[src/hdl/vau_sqrt.sv]
// Pipelined rounded integer square root of a 64-bit value, one result bit per stage.
`default_nettype none

module vau_sqrt (
    input  logic        aclk,
    input  logic        en,
    input  logic [63:0] sq,
    output logic [32:0] len
);
    localparam int STEPS = 32;

    logic [63:0] s_reg [0:STEPS-1];
    logic [63:0] q_reg [0:STEPS-1];
    logic [63:0] s_next [0:STEPS-1];
    logic [63:0] q_next [0:STEPS-1];
    logic [32:0] len_reg;

    function automatic logic [127:0] sq_step(input logic [63:0] s, input logic [63:0] q,
                                             input int pos);
        logic [64:0] bitv;
        logic [64:0] trial;
        logic [64:0] diff;
        logic [64:0] qn;
        bitv = 65'd1 << pos;
        trial = {1'b0, q} + bitv;
        diff = {1'b0, s} - trial;
        qn = {2'b00, q[63:1]} + bitv;
        if ({1'b0, s} >= trial) begin
            return {diff[63:0], qn[63:0]};
        end
        return {s, 1'b0, q[63:1]};
    endfunction

    always_comb begin
        {s_next[0], q_next[0]} = sq_step(sq, 64'd0, 62);
        for (int i = 1; i < STEPS; i++) begin
            {s_next[i], q_next[i]} = sq_step(s_reg[i-1], q_reg[i-1], 62 - 2 * i);
        end
    end

    always_ff @(posedge aclk) begin
        if (en) begin
            for (int i = 0; i < STEPS; i++) begin
                s_reg[i] <= s_next[i];
                q_reg[i] <= q_next[i];
            end
            len_reg <= q_reg[STEPS-1][32:0] + {32'd0, s_reg[STEPS-1] > q_reg[STEPS-1]};
        end
    end

    assign len = len_reg;

endmodule

`default_nettype wire

[config.mk]
export PLATFORM = sky130hd
export DESIGN_NAME = vau_sqrt
export DESIGN_NICKNAME = d
export VERILOG_FILES = /design/src/hdl/vau_sqrt.sv
export SDC_FILE = /design/constraint.sdc
export NUM_CORES = 2
export LEC_CHECK = 0
export ABC_AREA = 0
export BUFFER_PORTS_ARGS = -buffer_cell sky130_fd_sc_hd__buf_2
export CAP_MARGIN = 15
export CORE_UTILIZATION = 25
export CTS_CLUSTER_SIZE = 12
export DETAILED_ROUTE_END_ITERATION = 8
export GPL_TIMING_DRIVEN = 0
export PLACE_DENSITY = 0.49
export SYNTH_ARGS = -nofsm -noshare
export SYNTH_HDL_FRONTEND = slang
export SYNTH_SLANG_ARGS = --single-unit
[constraint.sdc]
create_clock -name aclk -period 8.7 [get_ports aclk]
set_input_delay 0.435 -clock aclk [delete_from_list [all_inputs] [get_ports aclk]]
set_output_delay 0.435 -clock aclk [all_outputs]
set_load 0.05 [all_outputs]
==> run metrics <==
synth warn 0; DR vias 78944; #FFs+latches synth 2609; hold_buf cts 66; flop2flop setup slack 3210 ps; Num Clock Sinks 2609; HPWL after DPL 249000 µm; Layout Cells excl Fill 17486; final-stage net count 11296; CP required 9260 ps; Area Overhead vs Synth 14.6%; Initial Util 25.1%; Hold Crit Depth 2; die width 712 µm; Num CTS Buffers 289; max cap viols 0; CP startpoint kind flip-flop; Die Height 712 µm; register area share after synthesis 62.1%; Clock Path Buffers 4; router iterations before antenna repair 6; Mapped Nets 10817; LEAKAGE 52.5 nW; Hold EP s_reg[0][43]$_DFFE_PP_; FF-to-FF End s_reg[1][764]$_DFFE_PP_; Slew @ Worst Pin 1210 ps; most frequent cells in the layout 2609 x edfxtp_1, 747 x inv_1, 736 x nand2_1, 639 x nor2_1, 612 x a21oi_1; die area 0.508 mm²; CTS tree done; global-route wire length before repair 489000 µm; async set-or-reset flop fraction in the synthesized netlist 0%; RR Startpoint q_reg[1][650]$_DFFE_PP_; Synth Area in Adders 5.89%; H-Tree Depth 5; All-Layer GR Usage 12.4%; synthesized area 0.126 mm²; most common cell after layout, fill and taps aside edfxtp_1; Crit Path Category flip-flop to flip-flop; antenna violations before repair 2; max reg flops 2048; post-route minimum period 5490 ps; Synth Area in XOR/XNOR 6.70%; hold path start sq[43]; setup bufs post-CTS 0; largest net degree at the start of global routing 179; skew final 79.6 ps; setup total negative slack 0 ps; setup violators final 0; placed cell count 16959; proportion of synthesized area in mux cells 0.777%; largest family of logic cells by synthesized area simple AND/OR/NAND/NOR gates; Core Area 0.502 mm²; grt met3 use 1.46%; Iter 0 DRT Violations 5108; GPL Wtd Cong 0.860; met2 Usage GRT 24.0%; pwr dens 254 mW/mm²; Main synth FF type edfxtp_1; Boundary Pins 99; share of layout cells above drive strength 1 6.16%; clk slew on worst S/H paths 60 ps; compound-gate portion of the synthesized area 9.37%; Resized cells post-CTS 0; critical path endpoint category flip-flop; DRT antenna net count 0; Final period util 63.1%; Final Cell Area 0.145 mm²; FP Rows 260; post-place setup slack 3140 ps; Synth Area in Simple Gates 12.3%; Worst Path Arrival 6050 ps; met1 Track Usage GR 13.7%; Root Buffer clkbuf_16; vias per cell 4.51; worst-path maximum fanout 10; final max-slew violation count 0; Mean Syn Cell Area 12.4 µm²; grt total ovfl 0; layer with the highest usage met2; Slew headroom 18.0%; Peak VDD IR 146 µV; Hold Crit Class primary input to flip-flop; DP Area 0.136 mm²; Cells after Synth 10157; worst setup margin 3210 ps; status complete, no violations; IO Port Bufs 98; Routed WL 324000 µm; clk_lat worst skew 870 ps; Yosys cell types 97; routed len/inst 18.5 µm; number of flops mapped to enable cells by yosys 2609; FF-to-FF path depth 14; final hold viol count 0; Max Freq 182 MHz; Residual DRC 0; vias in the first global route 80758; RSZ-0062 raised after global routing false; total power 36.7 mW
-- routing by layer --
metal	up-vias	share of wire (%)
met5	-	0
met4	0	3.8
met3	543	2.8
met2	1248	54
met1	38225	40
li1	38928	-
-- synthesized netlist by cell type (all sizes together) (11+ instances only) --
library cell	number	share of area, %
o21bai	63	0.37
a21o	225	1.3
o211ai	35	0.21
a21oi	612	2.4
clkbuf	144	0.43
a311oi	11	0.076
xnor2	490	3.4
nand2b	100	0.50
nor4	370	1.9
or4	79	0.47
or3	100	0.50
o21a	104	0.62
mux2	72	0.64
mux2i	17	0.13
a2111oi	20	0.14
nand3	171	0.68
o2111ai	11	0.076
nand4	177	0.88
and4	24	0.17
nor3	269	1.1
nand3b	27	0.16
o21ai	539	2.1
a221oi	11	0.076
nor4b	55	0.39
xor2	476	3.3
and4b	15	0.12
nor2	639	1.9
nor3b	22	0.13
nor2b	77	0.38
inv	749	2.2
a211o	19	0.13
and2	36	0.18
nand4b	22	0.15
and3	50	0.25
nand2	736	2.2
buf	49	0.19
a31oi	53	0.26
a211oi	49	0.30
edfxtp	2609	62
or2	43	0.21
o31ai	34	0.21
o41ai	13	0.090
ha	594	5.9
a21boi	31	0.20
-- worst max-delay path, stage by stage, from the launching register on --
cell      delay [ps]
edfxtp_1         500
inv_1             80
ha_1             340
o21a_1           140
o21bai_1         300
a211o_1          260
nand4_1          220
a31oi_1          570
o21bai_1         180
a21oi_1          530
clkbuf_1         800
inv_1            510
o311ai_0         430
nor3_1           120
xor2_1           210
-- stage by stage --
step                      util, %  hold slack [ps]
after floorplan                 -              417
after detailed placement     27.0              424
after global routing         28.8              196
final                        28.8              246
after CTS                    28.8              160
after global placement       26.9              427
-- report_power, final --
part | leakage, nW | switching, mW | internal (mW) | total [mW]
clock | 4.10 | 4.94 | 6.37 | 11.3
sequential | 25.1 | 1.30 | 16.0 | 17.3
combinational | 23.3 | 4.84 | 3.25 | 8.09
-- area by class of cell --
cell class / instances / area [µm²]
Clock inverter: 118 / 827
Inverter: 750 / 2820
Sequential cell: 2609 / 78300
Multi-Input combinational cell: 6605 / 44300
Antenna cell: 1 / 2.50
Fill cell: 51136 / 357000
Buffer: 193 / 777
Clock buffer: 341 / 7530
Tap cell: 6681 / 8360
Timing Repair Buffer: 188 / 1660
-- logic make-up (layout without fill, tap and decap cells) --
kind of cell | after synthesis | after routing
AOI/OAI and AO/OA | 1928 | 1928
xor gates and xnor gates | 966 | 966
adders and majority gates | 594 | 594
buffers and inverters | 943 | 1590
DFF | 2609 | 2609
muxes | 89 | 89
other | 0 | 1
and+or+nand+nor | 3028 | 3028
-- how the worst max path moves through the flow --
stage                                        from                 endpoint  slack, ps
after detailed placement  q_reg[1][650]$_DFFE_PP_  s_reg[1][764]$_DFFE_PP_       3140
final                     q_reg[1][650]$_DFFE_PP_  s_reg[1][764]$_DFFE_PP_       3210
after CTS                 q_reg[1][650]$_DFFE_PP_  s_reg[1][764]$_DFFE_PP_       3100
after global routing      q_reg[1][650]$_DFFE_PP_  s_reg[1][764]$_DFFE_PP_       3020
after global placement                         en  q_reg[1][960]$_DFFE_PP_     -36110
after floorplan           s_reg[1][340]$_DFFE_PP_  s_reg[1][442]$_DFFE_PP_       5160
Note: power is estimated with default switching activity, not from simulation.
