[src/hdl/vau_pkg.sv]
// Shared types, codes and helper functions of the vector arithmetic unit.
`default_nettype none

package vau_pkg;

    localparam logic [2:0] OP_ADD   = 3'd0;
    localparam logic [2:0] OP_SUB   = 3'd1;
    localparam logic [2:0] OP_SCALE = 3'd2;
    localparam logic [2:0] OP_DIV   = 3'd3;
    localparam logic [2:0] OP_NEG   = 3'd4;
    localparam logic [2:0] OP_DOT   = 3'd5;
    localparam logic [2:0] OP_CROSS = 3'd6;
    localparam logic [2:0] OP_NORM  = 3'd7;

    localparam logic [1:0] ST_OK   = 2'd0;
    localparam logic [1:0] ST_ZERO = 2'd1;
    localparam logic [1:0] ST_SAT  = 2'd2;

    typedef logic signed [31:0] fix_t;

    typedef struct packed {
        logic [2:0] op;
        fix_t [2:0] a;
        fix_t [2:0] b;
        fix_t       f;
    } item_t;

    // Product of one lane as sign and magnitude.
    typedef struct packed {
        logic [63:0] mag;
        logic        neg;
    } prod_t;

    // Everything an item carries alongside the square root and the dividers.
    typedef struct packed {
        logic [2:0]        op;
        logic [2:0][31:0]  r;
        logic [2:0]        lsat;
        logic [31:0]       sc;
        logic              dsat;
        logic [2:0]        aneg;
        logic [2:0][31:0]  amag;
        logic              fneg;
        logic [31:0]       fmag;
        logic              fzero;
    } side_t;

    function automatic logic [31:0] mag32(input logic [31:0] v);
        return v[31] ? 32'd0 - v : v;
    endfunction

    // Clamp a sign and magnitude value to 32 bits; the top bit flags saturation.
    function automatic logic [32:0] clamp32(input logic neg, input logic [63:0] mag);
        logic [32:0] res;
        if (neg) begin
            if (mag > 64'h0000_0000_8000_0000) begin
                res = {1'b1, 32'h8000_0000};
            end else begin
                res = {1'b0, 32'd0 - mag[31:0]};
            end
        end else begin
            if (mag > 64'h0000_0000_7FFF_FFFF) begin
                res = {1'b1, 32'h7FFF_FFFF};
            end else begin
                res = {1'b0, mag[31:0]};
            end
        end
        return res;
    endfunction

endpackage

`default_nettype wire

[src/hdl/vau_merge.sv]
// Merge stage: dot product and sum of squares over the three lanes.
`default_nettype none

module vau_merge #(
    parameter int FRAC_BITS = 16
) (
    input  logic                 aclk,
    input  logic                 en,
    input  vau_pkg::prod_t [2:0] prods,
    output logic [63:0]          sumsq,
    output logic [31:0]          sc,
    output logic                 dsat
);
    import vau_pkg::*;

    localparam logic [64:0] HALF = 65'd1 << (FRAC_BITS - 1);

    logic [65:0] dot_next;
    logic [65:0] sq_next;
    logic [65:0] dot_reg;
    logic [63:0] sumsq_reg;
    logic [65:0] dmag;
    logic [64:0] rnd;
    logic [32:0] cl_next;
    logic [31:0] sc_reg;
    logic        dsat_reg;

    always_comb begin
        dot_next = 66'd0;
        sq_next  = 66'd0;
        for (int k = 0; k < 3; k++) begin
            dot_next = prods[k].neg ? dot_next - {2'b00, prods[k].mag}
                                    : dot_next + {2'b00, prods[k].mag};
            sq_next = sq_next + {2'b00, prods[k].mag};
        end
    end

    always_ff @(posedge aclk) begin
        if (en) begin
            dot_reg   <= dot_next;
            sumsq_reg <= sq_next[63:0];
        end
    end

    always_comb begin
        dmag = dot_reg[65] ? 66'd0 - dot_reg : dot_reg;
        rnd = ({1'b0, dmag[63:0]} + HALF) >> FRAC_BITS;
        cl_next = clamp32(dot_reg[65], rnd[63:0]);
    end

    always_ff @(posedge aclk) begin
        if (en) begin
            sc_reg   <= cl_next[31:0];
            dsat_reg <= cl_next[32];
        end
    end

    assign sumsq = sumsq_reg;
    assign sc    = sc_reg;
    assign dsat  = dsat_reg;

endmodule

`default_nettype wire

[config.mk]
export PLATFORM = sky130hd
export DESIGN_NAME = vau_merge
export DESIGN_NICKNAME = d
export VERILOG_FILES = /design/src/hdl/vau_pkg.sv /design/src/hdl/vau_merge.sv
export SDC_FILE = /design/constraint.sdc
export NUM_CORES = 1
export LEC_CHECK = 0
export BUFFER_PORTS_ARGS = -buffer_cell sky130_fd_sc_hd__clkbuf_2
export CORE_UTILIZATION = 60
export DETAILED_ROUTE_END_ITERATION = 16
export PLACE_DENSITY_LB_ADDON = 0.1
export SYNTH_ARGS = -nofsm -noshare
export SYNTH_HDL_FRONTEND = slang
export SYNTH_SLANG_ARGS = --single-unit
export TNS_END_PERCENT = 50
[constraint.sdc]
create_clock -name aclk -period 11.9 [get_ports aclk]
set_input_delay 0 -clock aclk [delete_from_list [all_inputs] [get_ports aclk]]
set_output_delay 0 -clock aclk [all_outputs]
set_load 0.05 [all_outputs]
==> results.json, run 1 <==
{
  "status": "finished with violations",
  "violations": "hold timing",
  "ys.warnings.count": 0,
  "rsz0062_at_grt": "false",
  "yosys_register_bits": 161,
  "drc": 0,
  "finalNetCount": 3784,
  "area_growth_syn_to_layout_pct": 9.641,
  "die_height_um": 207.3,
  "cts_tree": "yes",
  "insertion_delay_ps": 510,
  "cpMostUsedCell": "or3_1",
  "avgRoutedWirePerCell_um": 20.02,
  "coreArea_um2": 41200,
  "worstMarginPinSlew_ps": 995.4,
  "min_period_ps": 8204,
  "clockRootBuffer": "clkbuf_16",
  "grt_overflow": 0,
  "firstDrtPassIters": 8,
  "fillers": 3488,
  "holdCritStartpoint": "en",
  "clock_sinks": 161,
  "finalClockSkew_ps": 30.27,
  "viasPerCell": 6.472,
  "dieArea_um2": 42980,
  "hpwlAfterDp_um": 64120,
  "slew_violations": 0,
  "placed_area_um2": 27150,
  "ys.flop_type": "edfxtp_1",
  "cp-end-kind": "flip-flop",
  "synthCells": 3094,
  "cts_max_level": 4,
  "vias": 25071,
  "antenna_left": 0,
  "whs_path_depth": 1,
  "r2r_cells": 14,
  "io_pins": 294,
  "hold_buffers": 0,
  "slew_headroom_pct": 32.71,
  "finalSetupViolCount": 0,
  "syn_nets": 3555,
  "rr_startpoint": "dot_reg[15]",
  "slowest_stage": "o311ai_0",
  "crit_path_max_incr_delay_ps": 680,
  "rr_endpoint": "sc[8]",
  "layout-drive-gt1-share_pct": 12.71,
  "worstPathMaxFanout": 6,
  "whs_ps": -1.013,
  "hold_viol_final": 1,
  "setup-tns-final_ps": 0,
  "postSynthAreaPerCell_um2": 8.175,
  "grt_max_degree": 105,
  "required_ps": 12130,
  "async_reset_ff_share_pct": 0,
  "power_density_nw_per_um2": 214.2,
  "ys_types": 91,
  "routed_wl_um": 77540,
  "synth_area_um2": 25290,
  "largest_register_ff_count": 65,
  "period_share_pct": 68.94,
  "port-buffer-count": 293,
  "grt_pass1_vias": 23093,
  "holdPathEnd": "sumsq[60]",
  "cellLeakagePower_nw": 11.27,
  "maxCapViolations": 0,
  "max_freq_ghz": 0.1219,
  "crit_type": "in2reg",
  "ff2ff_setup_slack_ps": 5470,
  "design_area_um2": 27730,
  "hp-class": "in2reg",
  "cp.arrival_ps": 8440,
  "clk_pin_slew_ps": 70,
  "clockBufferDepth": 2,
  "row_count": 74,
  "die_x_um": 207.3,
  "post-cts-setup-buffer-count": 0,
  "drt_iter0_markers": 2377,
  "antenna_found_initial": 9,
  "cts_resized": 0,
  "grt_pass1_wl_um": 122700,
  "grt.total_usage_pct": 35.53,
  "cts_buffers": 17,
  "yosysSeqAreaShare_pct": 19.11,
  "synth_edf_count": 161,
  "vdd_ir_drop_max_mv": 0.1839,
  "gp_congestion": 1.020,
  "start_kind": "input pin",
  "initial_utilization_pct": 61.39
}
==> critical path, delay by kind of cell <==
| family | cells | cell delay (ps) |
|---|---|---|
| compound gates | 11 | 2570 |
| fa+ha+maj | 2 | 740 |
| simple gates | 16 | 4520 |
| xor+xnor | 4 | 460 |
| buf+inv | 1 | 130 |
==> report_power, final <==
group / switching (mW) / internal, mW / total (mW) / leakage, nW
Sequential: 0.201 / 0.993 / 1.19 / 1.58
Clock: 0.263 / 0.293 / 0.556 / 0.286
Combinational: 2.63 / 1.56 / 4.19 / 9.41
Total: 3.10 / 2.84 / 5.94 / 11.3
==> worst max-delay path by stage <==
stage	startpoint	cells past startpoint	endpoint	slack, ps
2_1_floorplan	prods[5]	33	dot_reg[65]	4470
3_3_place_gp	prods[5]	34	dot_reg[65]	3620
3_5_place_dp	prods[5]	34	dot_reg[65]	3410
4_1_cts	prods[5]	34	dot_reg[65]	3920
5_1_grt	prods[5]	37	dot_reg[65]	3240
6_report	prods[5]	34	dot_reg[65]	3700
==> synth_stat cells (13+ instances only) <==
master | number | area share [%]
xor2_1 | 96 | 3.3
nor2b_1 | 38 | 0.94
and3_1 | 38 | 0.94
or3_1 | 33 | 0.82
nand4_1 | 37 | 0.92
a211oi_1 | 25 | 0.74
xnor2_1 | 338 | 12
nor2_1 | 250 | 3.7
o31a_1 | 25 | 0.87
o31ai_1 | 47 | 1.4
nand2_1 | 217 | 3.2
a21oi_1 | 288 | 5.7
a221oi_2 | 15 | 0.89
a31oi_1 | 47 | 1.2
o21bai_1 | 34 | 1.0
nand3_1 | 82 | 1.6
or4_1 | 38 | 1.1
o21a_1 | 35 | 1.0
or2_2 | 30 | 0.74
buf_1 | 15 | 0.22
edfxtp_1 | 161 | 19
fa_1 | 66 | 5.2
ha_1 | 198 | 9.8
nor3_1 | 107 | 2.1
and2_1 | 26 | 0.64
o41ai_1 | 20 | 0.69
o211ai_1 | 17 | 0.50
mux2i_1 | 13 | 0.51
nand2b_1 | 29 | 0.72
o2111ai_1 | 13 | 0.45
nor4_1 | 46 | 1.1
clkbuf_1 | 73 | 1.1
o21ai_0 | 162 | 3.2
inv_1 | 108 | 1.6
a21o_1 | 120 | 3.6
==> layout by cell type, fill, tap and decap left out, drive strengths merged, types with 11 or more instances in the layout <==
cell / instances
xnor2: 338
clkbuf: 309
a21oi: 288
nor2: 251
nand2: 218
ha: 198
o21ai: 165
edfxtp: 161
a21o: 120
inv: 117
nor3: 108
xor2: 96
nand3: 82
fa: 66
nor4: 53
o31ai: 47
a31oi: 47
nor2b: 38
and3: 38
or4: 38
nand4: 37
o21a: 35
or3: 35
o21bai: 34
or2: 31
nand2b: 29
a211oi: 27
and2: 26
a221oi: 26
o31a: 25
o41ai: 21
o211ai: 17
buf: 17
mux2i: 13
o2111ai: 13
a31o: 11
a211o: 11
and4: 11
==> per-stage QoR <==
stage | util (%) | cells | hold slack [ps] | setup slack [ps] | power, mW
after floorplan | - | 3094 | 112.5 | 4469 | 4.379
after global placement | 65.89 | 3836 | 537.6 | 3623 | 5.185
after detailed placement | 65.89 | 3836 | 553.1 | 3411 | 5.276
after CTS | 67.27 | 3868 | 5.648 | 3921 | 5.873
after global routing | 67.30 | 3873 | 50.75 | 3243 | 6.379
final | 67.31 | 3874 | -1.013 | 3696 | 5.940
==> per-layer routing <==
metal | GRT usage (%) | part of all wire (%) | up-vias
li1 | - | - | 12067
met1 | 50.56 | 45 | 11613
met2 | 54.14 | 43 | 1238
met3 | 6.672 | 9.8 | 147
met4 | 11.43 | 2.8 | 6
met5 | 0 | 0.049 | -
==> cell families after synthesis <==
kind of cell	after synthesis	synth area share (%)
AO/OA/AOI/OAI	975	25.70
XOR/XNOR	434	15.03
adder cells (fa/ha/maj)	264	15.02
buffers and inverters	207	3.205
flip-flops	161	19.11
multiplexers	16	0.6480
AND/OR/NAND/NOR	1037	21.29
==> layout make-up <==
type	count	area, um2	area share, %
tap	532	665.6	2.400
multi-input combinational	2726	19650	70.85
sequential	161	4835	17.43
antenna	6	15.01	0.05414
clock buffer	17	425.4	1.534
inverter	108	405.4	1.462
timing repair buffer	309	1593	5.743
clock inverter	15	145.1	0.5233
Note: power is estimated with default switching activity, not from simulation.
==> run 2, diff against run 1 <==
clock period = 7.63 ns   (was 11.9 ns; I/O delays follow)
==> run 2 against run 1 <==
Effect of this change: the flow now finishes without violations; via count up 2.8%; global-route usage grew 1.1 points; cell area is 3.6% higher; sequential power is 57% higher; clock skew about the same; register-to-register slack worse by 4200 ps; critical path depth grew 3; sequential share of layout area fell by 0.60 points; die area stayed put; clock power up 58%; critical endpoint unchanged; largest power group unchanged; highest routed layer unchanged.
==> results.json, run 2 (synthesis gave the netlist of run 1 again) <==
{
  "dieArea_um2": 42980,
  "gp_congestion": 0.9936,
  "design_area_um2": 28730,
  "clockBufferDepth": 2,
  "grtUsageMet3_pct": 7.035,
  "use_met1_pct": 50.80,
  "routed_wl_um": 80100,
  "die_x_um": 207.3,
  "worst-path-buf-inv": 4,
  "coreArea_um2": 41200,
  "vdd_ir_drop_max_mv": 0.2729,
  "required_ps": 7870,
  "clockRootBuffer": "clkbuf_16",
  "clk_pin_slew_ps": 70,
  "initial_utilization_pct": 61.39,
  "insertion_delay_ps": 520,
  "clock_sinks": 161,
  "maxCapViolations": 0,
  "cpMostUsedCell": "or3_1",
  "grt_busiest_layer": "met2",
  "max_freq_ghz": 0.1408,
  "drc": 0,
  "grt_pass1_wl_um": 126000,
  "slew_headroom_pct": 31.94,
  "cp.arrival_ps": 7350,
  "slowest_stage": "or4_4",
  "cts_tree": "yes",
  "power_density_nw_per_um2": 331.5,
  "grt_util_met2_pct": 56.29,
  "grt_max_degree": 90,
  "min_period_ps": 7104,
  "grt_pass1_vias": 24012,
  "grt_overflow": 0,
  "layout-drive-gt1-share_pct": 16.24,
  "grt.total_usage_pct": 36.63,
  "area_growth_syn_to_layout_pct": 13.58,
  "final_common_cell": "xnor2_1",
  "hp-class": "in2reg",
  "row_count": 74,
  "worstPathMaxFanout": 5,
  "slew_violations": 0,
  "hpwlAfterDp_um": 66170,
  "finalClockSkew_ps": 30.65,
  "finalSetupViolCount": 0,
  "avgRoutedWirePerCell_um": 20.08,
  "vias": 25782,
  "antenna_left": 0,
  "antenna_found_initial": 5,
  "status": "complete, no violations",
  "drt_iter0_markers": 2512,
  "crit_type": "in2reg",
  "viasPerCell": 6.463,
  "largest_register_ff_count": 65,
  "port-buffer-count": 293,
  "critical_path.top_delay_family": "simple AND/OR/NAND/NOR gates",
  "crit_path_max_incr_delay_ps": 550,
  "finalNetCount": 3902,
  "hold_viol_final": 0,
  "firstDrtPassIters": 8,
  "cp-end-kind": "flip-flop",
  "fillers": 3385,
  "hold_buffers": 0,
  "period_share_pct": 93.11,
  "worstMarginPinSlew_ps": 1021,
  "cts_buffers": 17,
  "final_cell_mix": "338 x xnor2_1, 292 x clkbuf_2, 283 x a21oi_1, 249 x nor2_1, 217 x nand2_1",
  "io_pins": 294,
  "cts_max_level": 4,
  "placed_area_um2": 28020,
  "cellLeakagePower_nw": 11.87,
  "die_height_um": 207.3,
  "start_kind": "input pin",
  "setup-tns-final_ps": 0
}
-- run 2: changes by cell type in the layout (fill, tap and decap cells not counted), moves of 3 or more --
cell and delta:
buf_4 +118, o21ai_0 -8, o21ai_1 +7, a21oi_1 -5, a21oi_2 +5, clkinv_8 +5
inv_6 -4, clkinvlp_4 +3, diode_2 -3, o41ai_1 -3, o41ai_2 +3
-- run 2: worst paths after layout --
check | slack [ps] | depth (start not counted) | endpoint | startpoint
max | 530 | 37 | dot_reg[65] | prods[5]
min reg2reg | 930 | 2 | sc[19] | dot_reg[35]
min | 40 | 1 | sumsq[62] | en
max reg2reg | 1310 | 13 | sc[8] | dot_reg[13]
-- run 2: cell type report --
cell class | instances | area, um2 | share of cell area (%)
multi-input cells | 2726 | 19740 | 68.70
flip-flops and latches | 161 | 4835 | 16.83
diodes | 3 | 7.507 | 0.02613
well taps | 532 | 665.6 | 2.317
repair buffers | 427 | 2479 | 8.628
inverters | 108 | 405.4 | 1.411
clock inverters | 15 | 175.2 | 0.6097
clock buffers | 17 | 425.4 | 1.481
-- run 2: timing repair --
item,CTS,global route
gates resized for setup,0,28
buffers inserted,0,2
endpoints found under the setup margin,0,9
-- run 2: power breakdown --
group	leakage, nW	switching (mW)	internal, mW
clock	0.281	0.441	0.438
combinational	10.0	4.18	2.59
sequential	1.58	0.326	1.55
total	11.9	4.95	4.57
-- run 2: metal layers --
layer / routed length, um / up-vias
li1: - / 12303
met1: 35350 / 12041
met2: 34340 / 1266
met3: 7713 / 170
met4: 2673 / 2
met5: 11 / -
-- run 2: through the flow --
stage | cells | power (mW) | setup WS [ps] | util (%) | hold slack, ps
final | 3989 | 9.524 | 525.9 | 69.73 | 35.24
after global routing | 3989 | 10.20 | -13.53 | 69.73 | 62.94
after CTS | 3984 | 9.382 | 187.8 | 69.46 | 27.72
after detailed placement | 3952 | 8.448 | -288.9 | 68.00 | 557.5
after global placement | 3952 | 8.272 | -144.1 | 68.00 | 544.4
after floorplan | 3094 | 6.830 | 199.2 | - | 112.5
